**src/rtl/core/lrp_pkg.sv**
```systemverilog
// Shared types and constants for the literal response parser.
// Depends on nothing; imported by every module of the block.
package lrp_pkg;

  // Width of the length accumulator; the length saturates at all ones.
  localparam int LENGTH_BITS = 32;
  localparam logic [LENGTH_BITS-1:0] LEN_MAX = '1;

  // Byte codes
  localparam logic [7:0] CH_STAR  = 8'h2A;
  localparam logic [7:0] CH_SPACE = 8'h20;
  localparam logic [7:0] CH_LBRACE = 8'h7B;
  localparam logic [7:0] CH_RBRACE = 8'h7D;
  localparam logic [7:0] CH_AT    = 8'h40;
  localparam logic [7:0] CH_CR    = 8'h0D;
  localparam logic [7:0] CH_LF    = 8'h0A;
  localparam logic [7:0] CH_ZERO  = 8'h30;
  localparam logic [7:0] CH_NINE  = 8'h39;

  // Status codes
  localparam logic [3:0] ST_BUSY        = 4'd0;
  localparam logic [3:0] ST_DONE        = 4'd1;
  localparam logic [3:0] ST_ERR_LEN_CR  = 4'd2;
  localparam logic [3:0] ST_ERR_LEN_LF  = 4'd3;
  localparam logic [3:0] ST_ERR_PAY_CR  = 4'd4;
  localparam logic [3:0] ST_ERR_PAY_LF  = 4'd5;
  localparam logic [3:0] ST_ERR_SKIP_LF = 4'd6;
  localparam logic [3:0] ST_ERR_END_CR  = 4'd7;
  localparam logic [3:0] ST_ERR_END_LF  = 4'd8;
  localparam logic [3:0] ST_CLOSED      = 4'd9;

  typedef struct packed {
    logic [7:0] data_byte;
    logic       stream_closed;
  } in_item_t;

  typedef struct packed {
    logic [3:0]  status;
    logic        length_valid;
    logic [31:0] literal_length;
    logic        payload_valid;
    logic [7:0]  payload_byte;
  } result_t;

endpackage

```
**src/rtl/core/literal_response_parser_unit.sv**
```systemverilog
// Literal response parser, top level: input stage, parser, result stage.
// Depends on lrp_pkg, lrp_in_reg, lrp_parser and lrp_out_reg.
//
// Usage:
//   The input stream carries one response byte per transfer (in_tdata) and
//   a stream-closed flag (in_tuser). Every accepted transfer yields exactly
//   one result transfer: status, length flag and value, payload flag and
//   byte, in arrival order.
//   An input transfer reaches out_tvalid through the input register and then
//   the result register: the parse step runs between them on the byte held
//   in the input register. Throughput is one byte per cycle while out_tready
//   is high; the parse phase and length accumulator update together for each
//   byte, with the saturating multiply-by-ten add the longest path.
//   When the receiver stalls, the result register holds its transfer and
//   the input register still takes one more byte; in_tready drops only when
//   both are full. Nothing is lost or reordered.
//   Reset (rst_n low, synchronous) empties both stages and puts the parser
//   at line start with a cleared length.
module literal_response_parser_unit (
  input  logic        clk,
  input  logic        rst_n,
  input  logic        in_tvalid,
  output logic        in_tready,
  input  logic [7:0]  in_tdata,   // [7:0] data_byte
  input  logic [0:0]  in_tuser,   // [0] stream_closed
  output logic        out_tvalid,
  input  logic        out_tready,
  output logic [47:0] out_tdata,  // [3:0] status, [35:4] literal_length,
                                  // [43:36] payload_byte, [47:44] zero
  output logic [1:0]  out_tuser   // [0] length_valid, [1] payload_valid
);
  import lrp_pkg::*;

  in_item_t in_item;
  in_item_t held_item;
  logic     held_valid;
  logic     res_ready;
  result_t  res;
  result_t  out_res;

  assign in_item.data_byte     = in_tdata;
  assign in_item.stream_closed = in_tuser[0];

  lrp_in_reg u_in (
    .clk        (clk),
    .rst_n      (rst_n),
    .in_valid   (in_tvalid),
    .in_ready   (in_tready),
    .in_item    (in_item),
    .held_valid (held_valid),
    .held_ready (res_ready),
    .held_item  (held_item)
  );

  lrp_parser u_parser (
    .clk    (clk),
    .rst_n  (rst_n),
    .step   (held_valid && res_ready),
    .item   (held_item),
    .result (res)
  );

  lrp_out_reg u_out (
    .clk       (clk),
    .rst_n     (rst_n),
    .res_valid (held_valid),
    .res_ready (res_ready),
    .res       (res),
    .out_valid (out_tvalid),
    .out_ready (out_tready),
    .out_res   (out_res)
  );

  // Pack the result transfer
  assign out_tdata = {4'b0, out_res.payload_byte, out_res.literal_length, out_res.status};
  assign out_tuser = {out_res.payload_valid, out_res.length_valid};

  // A held byte that cannot move on stays held
  a_held_stays: assert property (@(posedge clk) disable iff (!rst_n)
    held_valid && !res_ready |=> held_valid && $stable(held_item))
    else $error("input stage dropped a held byte");

  // Length and payload never report on the same byte
  a_flags_exclusive: assert property (@(posedge clk) disable iff (!rst_n)
    out_tvalid |-> !(out_res.length_valid && out_res.payload_valid))
    else $error("length and payload flags both set");

  // A payload byte or a length is always reported as busy
  a_flag_busy: assert property (@(posedge clk) disable iff (!rst_n)
    out_tvalid && (out_res.length_valid || out_res.payload_valid)
      |-> out_res.status == ST_BUSY)
    else $error("flagged result carries a non-busy status");

  // A closed stream reports status closed
  a_closed: assert property (@(posedge clk) disable iff (!rst_n)
    held_valid && held_item.stream_closed |-> res.status == ST_CLOSED)
    else $error("closed stream not reported");

endmodule

```
**src/rtl/core/lrp_in_reg.sv**
```systemverilog
// Input register stage of the literal response parser.
// Depends on lrp_pkg.
module lrp_in_reg (
  input  logic              clk,
  input  logic              rst_n,
  input  logic              in_valid,
  output logic              in_ready,
  input  lrp_pkg::in_item_t in_item,
  output logic              held_valid,
  input  logic              held_ready,
  output lrp_pkg::in_item_t held_item
);
  import lrp_pkg::*;

  logic     valid_r;
  in_item_t item_r;

  // Take a new transfer when empty or when the held item moves on
  assign in_ready   = !valid_r || held_ready;
  assign held_valid = valid_r;
  assign held_item  = item_r;

  always_ff @(posedge clk) begin
    if (!rst_n) begin
      valid_r <= 1'b0;
    end else if (in_ready) begin
      valid_r <= in_valid;
    end
  end

  always_ff @(posedge clk) begin
    if (in_ready && in_valid) begin
      item_r <= in_item;
    end
  end

endmodule

```
**src/rtl/core/lrp_parser.sv**
```systemverilog
// Line-state tracker: parse phase, length accumulator and result logic.
// Depends on lrp_pkg.
module lrp_parser (
  input  logic              clk,
  input  logic              rst_n,
  input  logic              step,
  input  lrp_pkg::in_item_t item,
  output lrp_pkg::result_t  result
);
  import lrp_pkg::*;

  typedef enum logic [3:0] {
    PH_START   = 4'd0,
    PH_SPACE1  = 4'd1,
    PH_FIELD   = 4'd2,
    PH_BRACE   = 4'd3,
    PH_DIGITS  = 4'd4,
    PH_LEN_CR  = 4'd5,
    PH_LEN_LF  = 4'd6,
    PH_PAYLOAD = 4'd7,
    PH_PAY_CR  = 4'd8,
    PH_PAY_LF  = 4'd9,
    PH_SKIP    = 4'd10,
    PH_SKIP_LF = 4'd11,
    PH_END_CR  = 4'd12,
    PH_END_LF  = 4'd13
  } phase_t;

  phase_t                 phase_r, phase_nxt;
  logic [LENGTH_BITS-1:0] left_r, left_nxt;
  logic                   ended_r, ended_nxt;

  logic [7:0]             b;
  logic                   is_digit;
  logic [3:0]             digit;
  logic [LENGTH_BITS+3:0] acc_wide;
  logic [LENGTH_BITS-1:0] left_dec;

  // Byte examined as part of a skipped line
  function automatic phase_t skip_phase(input logic [7:0] c);
    phase_t p;
    if (c == CH_CR) p = PH_SKIP_LF;
    else if (c == CH_AT) p = PH_END_CR;
    else p = PH_SKIP;
    return p;
  endfunction

  assign b        = item.data_byte;
  assign is_digit = (b >= CH_ZERO) && (b <= CH_NINE);
  assign digit    = 4'(b - CH_ZERO);
  // left * 10 + digit, four spare bits to detect overflow
  assign acc_wide = ({4'b0, left_r} << 3) + ({4'b0, left_r} << 1)
                    + {{LENGTH_BITS{1'b0}}, digit};
  assign left_dec = (left_r != '0) ? left_r - 1'b1 : left_r;

  // Next state and result for the byte at hand
  always_comb begin
    phase_nxt = phase_r;
    left_nxt  = left_r;
    ended_nxt = ended_r;
    result    = '0;
    result.status = ST_BUSY;
    if (item.stream_closed) begin
      result.status = ST_CLOSED;
      phase_nxt = PH_START;
      left_nxt  = '0;
      ended_nxt = 1'b0;
    end else begin
      unique case (phase_r)
        PH_SPACE1: begin
          phase_nxt = (b == CH_SPACE) ? PH_FIELD : skip_phase(b);
        end
        PH_FIELD: begin
          if (b == CH_SPACE) phase_nxt = PH_BRACE;
        end
        PH_BRACE: begin
          if (b == CH_LBRACE) begin
            phase_nxt = PH_DIGITS;
            left_nxt  = '0;
            ended_nxt = 1'b0;
          end else begin
            phase_nxt = skip_phase(b);
          end
        end
        PH_DIGITS: begin
          if (b == CH_RBRACE) begin
            result.length_valid   = 1'b1;
            result.literal_length = 32'(left_r);
            ended_nxt = 1'b0;
            phase_nxt = PH_LEN_CR;
          end else if (!ended_r && is_digit) begin
            // Saturate once the product leaves the accumulator's range
            if (acc_wide > {4'b0, LEN_MAX}) left_nxt = LEN_MAX;
            else left_nxt = acc_wide[LENGTH_BITS-1:0];
          end else begin
            ended_nxt = 1'b1;
          end
        end
        PH_LEN_CR: begin
          if (b == CH_CR) begin
            phase_nxt = PH_LEN_LF;
          end else begin
            result.status = ST_ERR_LEN_CR;
            phase_nxt = PH_START;
            left_nxt  = '0;
            ended_nxt = 1'b0;
          end
        end
        PH_LEN_LF: begin
          if (b == CH_LF) begin
            phase_nxt = (left_r != '0) ? PH_PAYLOAD : PH_PAY_CR;
          end else begin
            result.status = ST_ERR_LEN_LF;
            phase_nxt = PH_START;
            left_nxt  = '0;
            ended_nxt = 1'b0;
          end
        end
        PH_PAYLOAD: begin
          result.payload_valid = 1'b1;
          result.payload_byte  = b;
          left_nxt = left_dec;
          if (left_dec == '0) phase_nxt = PH_PAY_CR;
        end
        PH_PAY_CR: begin
          if (b == CH_CR) begin
            phase_nxt = PH_PAY_LF;
          end else begin
            result.status = ST_ERR_PAY_CR;
            phase_nxt = PH_START;
            left_nxt  = '0;
            ended_nxt = 1'b0;
          end
        end
        PH_PAY_LF: begin
          if (b != CH_LF) result.status = ST_ERR_PAY_LF;
          phase_nxt = PH_START;
          left_nxt  = '0;
          ended_nxt = 1'b0;
        end
        PH_SKIP: begin
          phase_nxt = skip_phase(b);
        end
        PH_SKIP_LF: begin
          if (b != CH_LF) result.status = ST_ERR_SKIP_LF;
          phase_nxt = PH_START;
          left_nxt  = '0;
          ended_nxt = 1'b0;
        end
        PH_END_CR: begin
          if (b == CH_CR) begin
            phase_nxt = PH_END_LF;
          end else begin
            result.status = ST_ERR_END_CR;
            phase_nxt = PH_START;
            left_nxt  = '0;
            ended_nxt = 1'b0;
          end
        end
        PH_END_LF: begin
          result.status = (b == CH_LF) ? ST_DONE : ST_ERR_END_LF;
          phase_nxt = PH_START;
          left_nxt  = '0;
          ended_nxt = 1'b0;
        end
        default: begin
          // Line start, and any code outside the list
          phase_nxt = (b == CH_STAR) ? PH_SPACE1 : skip_phase(b);
        end
      endcase
    end
  end

  // State advances only when the held byte is handed to the output stage
  always_ff @(posedge clk) begin
    if (!rst_n) begin
      phase_r <= PH_START;
      left_r  <= '0;
      ended_r <= 1'b0;
    end else if (step) begin
      phase_r <= phase_nxt;
      left_r  <= left_nxt;
      ended_r <= ended_nxt;
    end
  end

endmodule

```
**src/rtl/core/lrp_out_reg.sv**
```systemverilog
// Result register stage of the literal response parser.
// Depends on lrp_pkg.
module lrp_out_reg (
  input  logic             clk,
  input  logic             rst_n,
  input  logic             res_valid,
  output logic             res_ready,
  input  lrp_pkg::result_t res,
  output logic             out_valid,
  input  logic             out_ready,
  output lrp_pkg::result_t out_res
);
  import lrp_pkg::*;

  logic    valid_r;
  result_t res_r;

  // Load when empty or when the waiting result is being taken
  assign res_ready = !valid_r || out_ready;
  assign out_valid = valid_r;
  assign out_res   = res_r;

  always_ff @(posedge clk) begin
    if (!rst_n) begin
      valid_r <= 1'b0;
    end else if (res_ready) begin
      valid_r <= res_valid;
    end
  end

  always_ff @(posedge clk) begin
    if (res_ready && res_valid) begin
      res_r <= res;
    end
  end

endmodule
```
**config.mk**
```make
export PLATFORM = sky130hd
export DESIGN_NAME = literal_response_parser_unit
export DESIGN_NICKNAME = d
export VERILOG_FILES = /design/src/rtl/core/lrp_pkg.sv /design/src/rtl/core/literal_response_parser_unit.sv /design/src/rtl/core/lrp_in_reg.sv /design/src/rtl/core/lrp_parser.sv /design/src/rtl/core/lrp_out_reg.sv
export SDC_FILE = /design/constraint.sdc
export NUM_CORES = 1
export LEC_CHECK = 0
export BUFFER_PORTS_ARGS = -buffer_cell sky130_fd_sc_hd__buf_2
export CAP_MARGIN = 15
export CORE_MARGIN = 2
export CORE_UTILIZATION = 50
export CTS_CLUSTER_SIZE = 30
export DETAILED_ROUTE_END_ITERATION = 16
export PLACE_DENSITY = 0.77
export SLEW_MARGIN = 30
export SYNTH_ARGS = -nofsm -noshare
export SYNTH_HDL_FRONTEND = slang
export SYNTH_SLANG_ARGS = --single-unit
```
**constraint.sdc**
```tcl
create_clock -name clk -period 7.5 [get_ports clk]
set_input_delay 1.5 -clock clk [delete_from_list [all_inputs] [get_ports clk]]
set_output_delay 1.5 -clock clk [all_outputs]
set_load 0.05 [all_outputs]
```
==> Yosys cells after proc, flatten, opt, wreduce, memory -nomap -nowiden <==
Cells that the tools add are included.
{ "op_classes": {"addsub": 4, "mul": 0, "div": 0, "magnitude_cmp": 3, "n_eq_ne": 30, "shift": 0, "mux": 41, "bitwise_logic": 3, "reduce_logical": 21} }
{ "op_table": {"columns": ["operator", "n"], "rows": [
  ["$mux W32", 8],
  ["$pmux W32 S6", 1],
  ["$mux W4", 13],
  ["$pmux W4 S11", 1],
  ["$add A35 B33 Y36", 1],
  ["$add A36 B4 Y36", 1],
  ["$gt A36 B32 Y1 const B", 1],
  ["$mux W33", 1],
  ["$logic_not A32 Y1", 1],
  ["$reduce_bool A32 Y1", 1],
  ["$sub A32 B1 Y32 const B", 1],
  ["$pmux W4 S7", 1],
  ["$eq A4 B4 Y1 const B", 6],
  ["$eq A8 B7 Y1 const B", 3],
  ["$mux W3", 6],
  ["$eq A4 B3 Y1 const B", 4],
  ["$eq A8 B4 Y1 const B", 2],
  ["$eq A8 B6 Y1 const B", 2],
  ["$ne A3 B2 Y1 const B", 5],
  ["$mux W9", 1],
  ["$ne A3 B3 Y1 const B", 3],
  ["$reduce_or A3 Y1", 3],
  ["$eq A4 B2 Y1 const B", 2],
  ["$ge A8 B6 Y1 const B", 1],
  ["other kinds (18)", 33]
]} }
{ "word_totals": {"regBits": 94, "latch_bits": 0, "mem_bits_rw": 0, "mem_bits_ro": 0, "inputBits": 13, "out_inout_bits": 52, "wordCells": 114, "mem_count": 0} }

==> Longest topological paths before layout <==
Gate-level depths: netlist of run 1.
{ "logic_depth": {"word_depth": 8, "ltp_mapped": 13, "mapped_depth_nobuf": 12} }

==> Hierarchy <==
From an unflattened synthesis of run 1, not the netlist that was laid out.
{ "hier_totals": {"hier_cells": 906, "area_unflattened_um2": 7687.4} }
{ "by_module_without_submodules": {"columns": ["mod", "n_inst", "cells_each", "area_per_inst_um2", "seq_area_each_um2"], "rows": [
  ["lrp_parser", 1, 835, 5880.6, 740.7],
  ["lrp_out_reg", 1, 51, 1438.9, 1401.3],
  ["lrp_in_reg", 1, 14, 327.8, 290.3],
  ["literal_response_parser_unit", 1, 6, 40.0, 0.0]
]} }

==> Worst setup path after synthesis of run 1 <==
OpenSTA, ideal clock, no wires.
{ "synth_timing": {"kind": "input to register", "startpoint": "in out_tready", "endpoint": "reg u_parser.left_r[31]", "setup_ps": 79, "arrival_time_ps": 5754, "required_ps": 7421, "slack_ps": 1667, "path_stages": 8, "path_buffers": 0, "path_cell_list": "nor2b_1 nor2b_1 o41ai_1 a311o_1 nor2_1 nand2_1 or4b_2 o211ai_1"} }
{ "synth_between": {"elab_chain_cells": 3} }
{ "synth_lines": {"columns": ["item", "line", "rtl"], "rows": [
  ["start: declaration", "literal_response_parser_unit.sv:27", "input logic out_tready,"],
  ["$logic_or A1 B1 Y1", "lrp_out_reg.sv:19", "assign res_ready = !valid_r || out_ready;"],
  ["$logic_and A1 B1 Y1", "literal_response_parser_unit.sv:58", ".step (held_valid && res_ready),"],
  ["via u_parser.step", "lrp_parser.sv:6", "input logic step,"],
  ["$reduce_and A7 Y1 (no line)", null, null],
  ["end signal: assignment", "lrp_parser.sv:182", "left_r <= left_nxt;"],
  ["end: declaration", "lrp_parser.sv:30", "logic [LENGTH_BITS-1:0] left_r, left_nxt;"]
]} }
The timed path passes the listed nets, and every way through them passes these cells.
A chain may end at the register's enable or synchronous reset.

==> Final worst setup path of run 1 <==
{ "layout_timing": {"startpoint": "reg u_parser.left_r[2]", "endpoint": "reg u_parser.left_r[26]"} }
{ "layout_between": {"elab_chain_cells": 8, "elab_cells_between_ends": 11, "classes_between": "add/sub: 3; order compare: 1; mux: 6; reduce/logical: 1"} }
{ "layout_lines": {"columns": ["item", "line", "rtl"], "rows": [
  ["$add A35 B33 Y36", "lrp_parser.sv:52", "assign acc_wide = ({4'b0, left_r} << 3) + ({4'b0, left_r} << 1)"],
  ["$add A36 B4 Y36", "lrp_parser.sv:53", "+ {{LENGTH_BITS{1'b0}}, digit};"],
  ["$gt A36 B32 Y1", "lrp_parser.sv:93", "if (acc_wide > {4'b0, LEN_MAX}) left_nxt = LEN_MAX;"],
  ["$mux W32", "lrp_parser.sv:93", null],
  ["$mux W32", "lrp_parser.sv:91", "end else if (!ended_r && is_digit) begin"],
  ["$mux W32", "lrp_parser.sv:86", "if (b == CH_RBRACE) begin"],
  ["$pmux W32 S6 *", "lrp_parser.sv:69", "unique case (phase_r)"],
  ["$mux W32 *", "lrp_parser.sv:63", "if (item.stream_closed) begin"]
]} }
Mark *: on every way between the ends. The rest lies on a longest branch, timed or not. The select of a mux whose other input is x is not followed.

==> out/metrics.cfg, run 1 <==
[clock_network]
cts_resized=0
post_cts_buffers=0
htreeDepth=3
path_clk_slew_ns=0.06
cts_tree=yes
cts_hold_buf=0
root_buffer=clkbuf_16
cts_sinks=94
cts_buffers=9
clockBufferDepth=2
clock_latency_ns=0.35

[worst_setup_path]
arrival_ns=4.97
crit_chain=fa_1 -> fa_1 -> a211oi_1 -> o21ai_0 -> nand4_1 -> or3b_1 -> a31oi_1 -> o311a_1 -> a31oi_1 -> buf_4 -> nor2_1 -> a41oi_1
cp-start-kind=flop
worstPathMaxFanout=13
path_class=reg2reg
critical-path-max-stage-delay_ns=0.70
cp.required_ns=7.68
cp_slowest_cell=nor2_1
endpoint_kind=flop

[route]
drtIter0Drc=919
first_pass_iters=6
dr_total_vias=7328
via_per_inst=6.584
detail-route-antenna-nets=0
drt_wl_total_um=21370
wl_per_cell_um=19.20
drc=0

[timing]
clock.fmax_ghz=0.2088
max_slew_margin_pct=36.50
finalSetupViolCount=0
finalCritPeriodShare_pct=63.86
tns_ns=0
skew_ns=0.008078
final-max-slew-violation-count=0
finalHoldViolations=0
min_period_ns=4.790
tightest_slew_ns=0.9397
setup_slack_ns=2.710
rsz0062_at_grt=false

[placement]
dp.cells=1097
hpwl_um=16290
dpl_cell_area_um2=7979
portBuffers=60
place_congestion=0.9948
place_ws_ns=2.745

[grt]
grt_pass1_wl_um=34200
gr-total-overflow=0
antenna_found_initial=0
track_usage_pct=26.12
grt_pass1_vias=6601
grt_max_degree=51

[synth]
synthCells=898
synth_area_leaders=edfxtp_1 (22%), ha_1 (11%), dfxtp_1 (10%), o21ai_0 (4.9%), a21oi_1 (4.6%)
netlist_area_um2=7612
yosysTopAreaCell=edfxtp_1
ys_seq_area_share_pct=31.95
synth_area_per_cell_um2=8.477
async_reset_ff_share_pct=0
ys_warn_count=0
ys.flop_type=edfxtp_1
synth_seq_cells=94
netlist.area_leader.share_pct=21.70
synthDistinctLibCells=81
synth_edf_count=55

[floorplanning]
dieArea_um2=16230
start_util_pct=50.64
die_w_um=127.4
coreArea_um2=15030
io_pins=65
dieHeight_um=127.4
row_count=45

[layout]
drive_above_1_share_pct=11.46
fillerInstances=1361
multiInputGateArea_um2=4902
fin_area_um2=8302
diodes=0
seq_area_um2=2432
syn2layout_area_growth_pct=9.057
final_nets=1000
layout.cells.non_filler=1113

[worst_hold_path]
hold_class=reg2reg

[power]
power.density_nw_per_um2=144.5
power_mw=1.200
power_leakage_nw=3.526
peakVddDrop_mv=0.09562

[job]
drv_cap=0

[run_status]
status=complete, no violations

==> cell families after synthesis <==
group	after synthesis	share of synthesized area (%)
AND/OR/NAND/NOR	314	22.01
AO/OA/AOI/OAI	298	25.13
flip-flops	94	31.95
buffers and inverters	77	4.043
adder cells (fa/ha/maj)	67	11.21
XOR/XNOR	41	4.816
multiplexers	6	0.7890
other	1	0.04926
==> Yosys cell counts (all sizes together) (7+ instances only) <==
master and count:
a22oi 8, or4 9, buf 9, o22ai 7, o21a 11, nor2 71
nand4 12, nor2b 8, and2 39, ha 65, nand2 62, o21ai 74
a31oi 26, a21o 12, clkbuf 47, xnor2 27, o211ai 13, or2 8
and3 10, nor3 24, inv 21, o31ai 15, a211oi 10, xor2 14
edfxtp 55, dfxtp 39, nand3 19, a21oi 70, nor4 21
==> worst paths after layout <==
check | start | endpoint | slack [ns] | cells after the start
min reg2reg | u_parser.ended_r | u_parser.ended_r | 0.52 | 2
min | u_parser.ended_r | u_parser.ended_r | 0.52 | 2
max | u_parser.left_r[2] | u_parser.left_r[26] | 2.71 | 12
max reg2reg | u_parser.left_r[2] | u_parser.left_r[26] | 2.71 | 12
==> routing by layer <==
| metal | share of wire (%) | vias up | global-route usage [%] |
|---|---|---|---|
| met5 | 0 | - | 0 |
| met4 | 3.2 | 0 | 9.373 |
| met3 | 10 | 60 | 5.235 |
| met2 | 42 | 414 | 37.94 |
| met1 | 45 | 3402 | 38.48 |
| li1 | - | 3452 | - |
==> report_power, final <==
group          switching [mW]  internal, mW  total (mW)
Combinational          0.0901        0.0383       0.128
Sequential             0.0191         0.560       0.579
Clock                   0.197         0.295       0.492
Total                   0.307         0.893        1.20
==> cell usage in the layout (no fill, tap or decap), types with 8 or more instances in the layout <==
cell	count
o21ai_0	74
nor2_1	71
a21oi_1	70
ha_1	65
nand2_1	61
buf_2	60
edfxtp_1	55
dfxtp_1	39
and2_1	38
a31oi_1	26
xnor2_1	26
nor3_1	22
inv_1	21
nor4_1	20
nand3_1	19
o31ai_1	15
xor2_1	14
o211ai_1	13
nand4_1	12
a21o_1	12
o21a_1	11
and3_1	10
a211oi_1	10
clkbuf_16	9
or2_2	8
a22oi_1	8
==> layout make-up <==
cell class,instances,share of cell area (%)
Inverter,21,0.9495
Clock inverter,6,1.130
Sequential cell,94,29.30
Tap cell,188,2.833
Timing Repair Buffer,64,3.979
Clock buffer,10,2.758
Multi-Input combinational cell,730,59.05
==> per-stage QoR <==
step,hold slack [ns],util (%)
finish,0.5215,55.22
detailed placement,0.5115,53.08
global placement,0.5095,53.03
CTS,0.5233,55.22
global route,0.5773,55.22
floorplan,0.4778,-
==> registers in the layout, indices dropped and copies added, names as in the netlist <==
name	count
u_out.out_res	46
u_parser.left_r	32
u_in.held_item	9
u_parser.phase_r	4
u_in.held_valid	1
u_out.out_valid	1
u_parser.ended_r	1
==> worst max-delay path, delay by kind of cell, from the launching register on <==
| family | cells | cell delay, ns |
|---|---|---|
| AO/OA/AOI/OAI | 6 | 1.46 |
| flip-flops | 1 | 0.61 |
| buffers and inverters | 1 | 0.20 |
| AND/OR/NAND/NOR | 3 | 1.32 |
| adder cells (fa/ha/maj) | 2 | 1.05 |
No activity file was read; power rests on OpenSTA's default activity.
==> run 2, diff against run 1 <==
==> constraint.sdc (replaced) <==
create_clock -name clk -period 4.7 [get_ports clk]
set_input_delay 0.94 -clock clk [delete_from_list [all_inputs] [get_ports clk]]
set_output_delay 0.94 -clock clk [all_outputs]
set_load 0.05 [all_outputs]
==> out/metrics.cfg, run 2 (same netlist as run 1, synthesis figures left out) <==
[run_status]
status=complete, no violations

[layout]
syn2layout_area_growth_pct=9.961
largest_reg_flops=46  ; unchanged
final_common_cell=o21ai_0
fillerInstances=1375  ; +1.0%
diodes=0  ; unchanged
final_cell_mix=o21ai_0 (74), nor2_1 (70), a21oi_1 (70)
final_nets=1009  ; +0.90%
drive_above_1_share_pct=12.53  ; +1.1 points
multiInputGateArea_um2=4905  ; about the same
final_util_pct=55.68  ; +0.46 points
seq_area_um2=2432  ; unchanged

[job]
drv_cap=0  ; unchanged

[clock_network]
htreeDepth=3  ; unchanged
path_clk_slew_ns=0.07  ; about the same
post_cts_buffers=0  ; unchanged
cts_tree=yes
cts_hold_buf=0  ; unchanged
cts_buffers=9  ; unchanged
clock_latency_ns=0.35  ; about the same
clockBufferDepth=2  ; unchanged
cts_resized=0  ; unchanged
cts_sinks=94  ; unchanged
root_buffer=clkbuf_16

[route]
dr_total_vias=7354  ; +0.35%
detail-route-antenna-nets=0  ; unchanged
drt_wl_total_um=21490  ; +0.53%
first_pass_iters=5  ; -1
drtIter0Drc=1088  ; +18%
drc=0  ; unchanged
via_per_inst=6.554  ; -0.45%
wl_per_cell_um=19.15  ; -0.27%

[power]
power.density_nw_per_um2=229.1  ; +58%
peakVddDrop_mv=0.1560  ; +63%
power_leakage_nw=3.566  ; +1.1%

[floorplanning]
coreArea_um2=15030  ; unchanged
row_count=45  ; unchanged
io_pins=65  ; unchanged
die_w_um=127.4  ; unchanged
start_util_pct=50.64  ; unchanged
dieArea_um2=16230  ; unchanged
dieHeight_um=127.4  ; unchanged

[grt]
grt_pass1_vias=6611  ; +0.15%
grt_pass1_wl_um=34380  ; +0.52%
gr-total-overflow=0  ; unchanged
grt_max_degree=49  ; -3.9%
antenna_found_initial=0  ; unchanged
track_usage_pct=26.34  ; +0.22 points

[timing]
tightest_slew_ns=0.8578  ; -0.08193 ns
setup_slack_ns=0.5650  ; -2.145 ns
max_slew_margin_pct=42.82  ; +6.3 points
skew_ns=0.007949  ; -0.0001289 ns
tns_ns=0  ; unchanged
finalCritPeriodShare_pct=87.98  ; +24 points
rsz0062_at_grt=false
final-max-slew-violation-count=0  ; unchanged
min_period_ns=4.135  ; -0.6546 ns
finalSetupViolCount=0  ; unchanged
finalHoldViolations=0  ; unchanged
clock.fmax_ghz=0.2418  ; +16%

[worst_setup_path]
cp.buffers_inverters=0  ; -1
cp-start-kind=flop
cp_slowest_cell=fa_1
critical-path-max-stage-delay_ns=0.57  ; -0.13 ns
endpoint_kind=flop
cp_top_family=compound AO/OA/AOI/OAI gates
path_class=reg2reg
arrival_ns=4.33  ; -0.64 ns
cp.required_ns=4.90  ; -2.78 ns
crit_chain=fa_1 -> fa_1 -> a211oi_1 -> o21ai_0 -> nand4_1 -> or3b_1 -> a31oi_1 -> o311a_1 -> a31oi_1 -> nor2_2 -> a41oi_1
worstPathMaxFanout=13  ; unchanged

[placement]
place_ws_ns=0.3140  ; -2.431 ns
hpwl_um=16340  ; +0.31%
portBuffers=60  ; unchanged
place_congestion=0.9641  ; -3.1%

[worst_hold_path]
hold_class=reg2reg

## run 2: through the flow
step           cell area (um2)  total power, mW  hold WS, ns  instances
2_1_floorplan             7626            1.099       0.4773        901
3_3_place_gp              8040            1.145       0.5089       1106
3_5_place_dp              8046            1.146       0.5180       1106
4_1_cts                   8368            1.915       0.5313       1122
5_1_grt                   8371            1.964       0.5802       1122
6_report                  8371            1.917       0.5292       1122
## run 2: tightest hold or removal path: cells and delay by family (launching register included)
kind | cells | cell delay [ns]
simple gates | 2 | 0.16
flops | 1 | 0.34
## run 2: worst paths after layout
kind	start	end	slack, ns	depth (start not counted)
worst max-delay path	u_in.held_item[4]	u_parser.left_r[26]	0.56	11
worst min-delay path	u_in.held_valid	u_out.out_valid	0.53	2
worst max register to register	u_in.held_item[4]	u_parser.left_r[26]	0.56	11
worst min register to register	u_in.held_valid	u_out.out_valid	0.53	2
## run 2: area by class of cell
type	instances	share of cell area (%)
Clock buffer	9	2.691
Clock inverter	7	1.151
Inverter	21	0.9417
Multi-Input combinational cell	730	58.59
Sequential cell	94	29.06
Tap cell	188	2.810
Timing Repair Buffer	73	4.753
## run 2: layer usage
metal | vias to the layer above | wire, um | global-route usage (%)
met5 | - | 0 | 0
met4 | 0 | 589 | 9.567
met3 | 47 | 1937 | 3.727
met2 | 404 | 9347 | 39.01
met1 | 3431 | 9611 | 39.12
li1 | 3472 | - | -
## run 2: report_power, final
part | internal, mW | total (mW) | leakage, nW | switching (mW)
Combinational | 0.0614 | 0.207 | 2.57 | 0.146
Clock | 0.467 | 0.785 | 0.148 | 0.319
Sequential | 0.894 | 0.925 | 0.846 | 0.0308
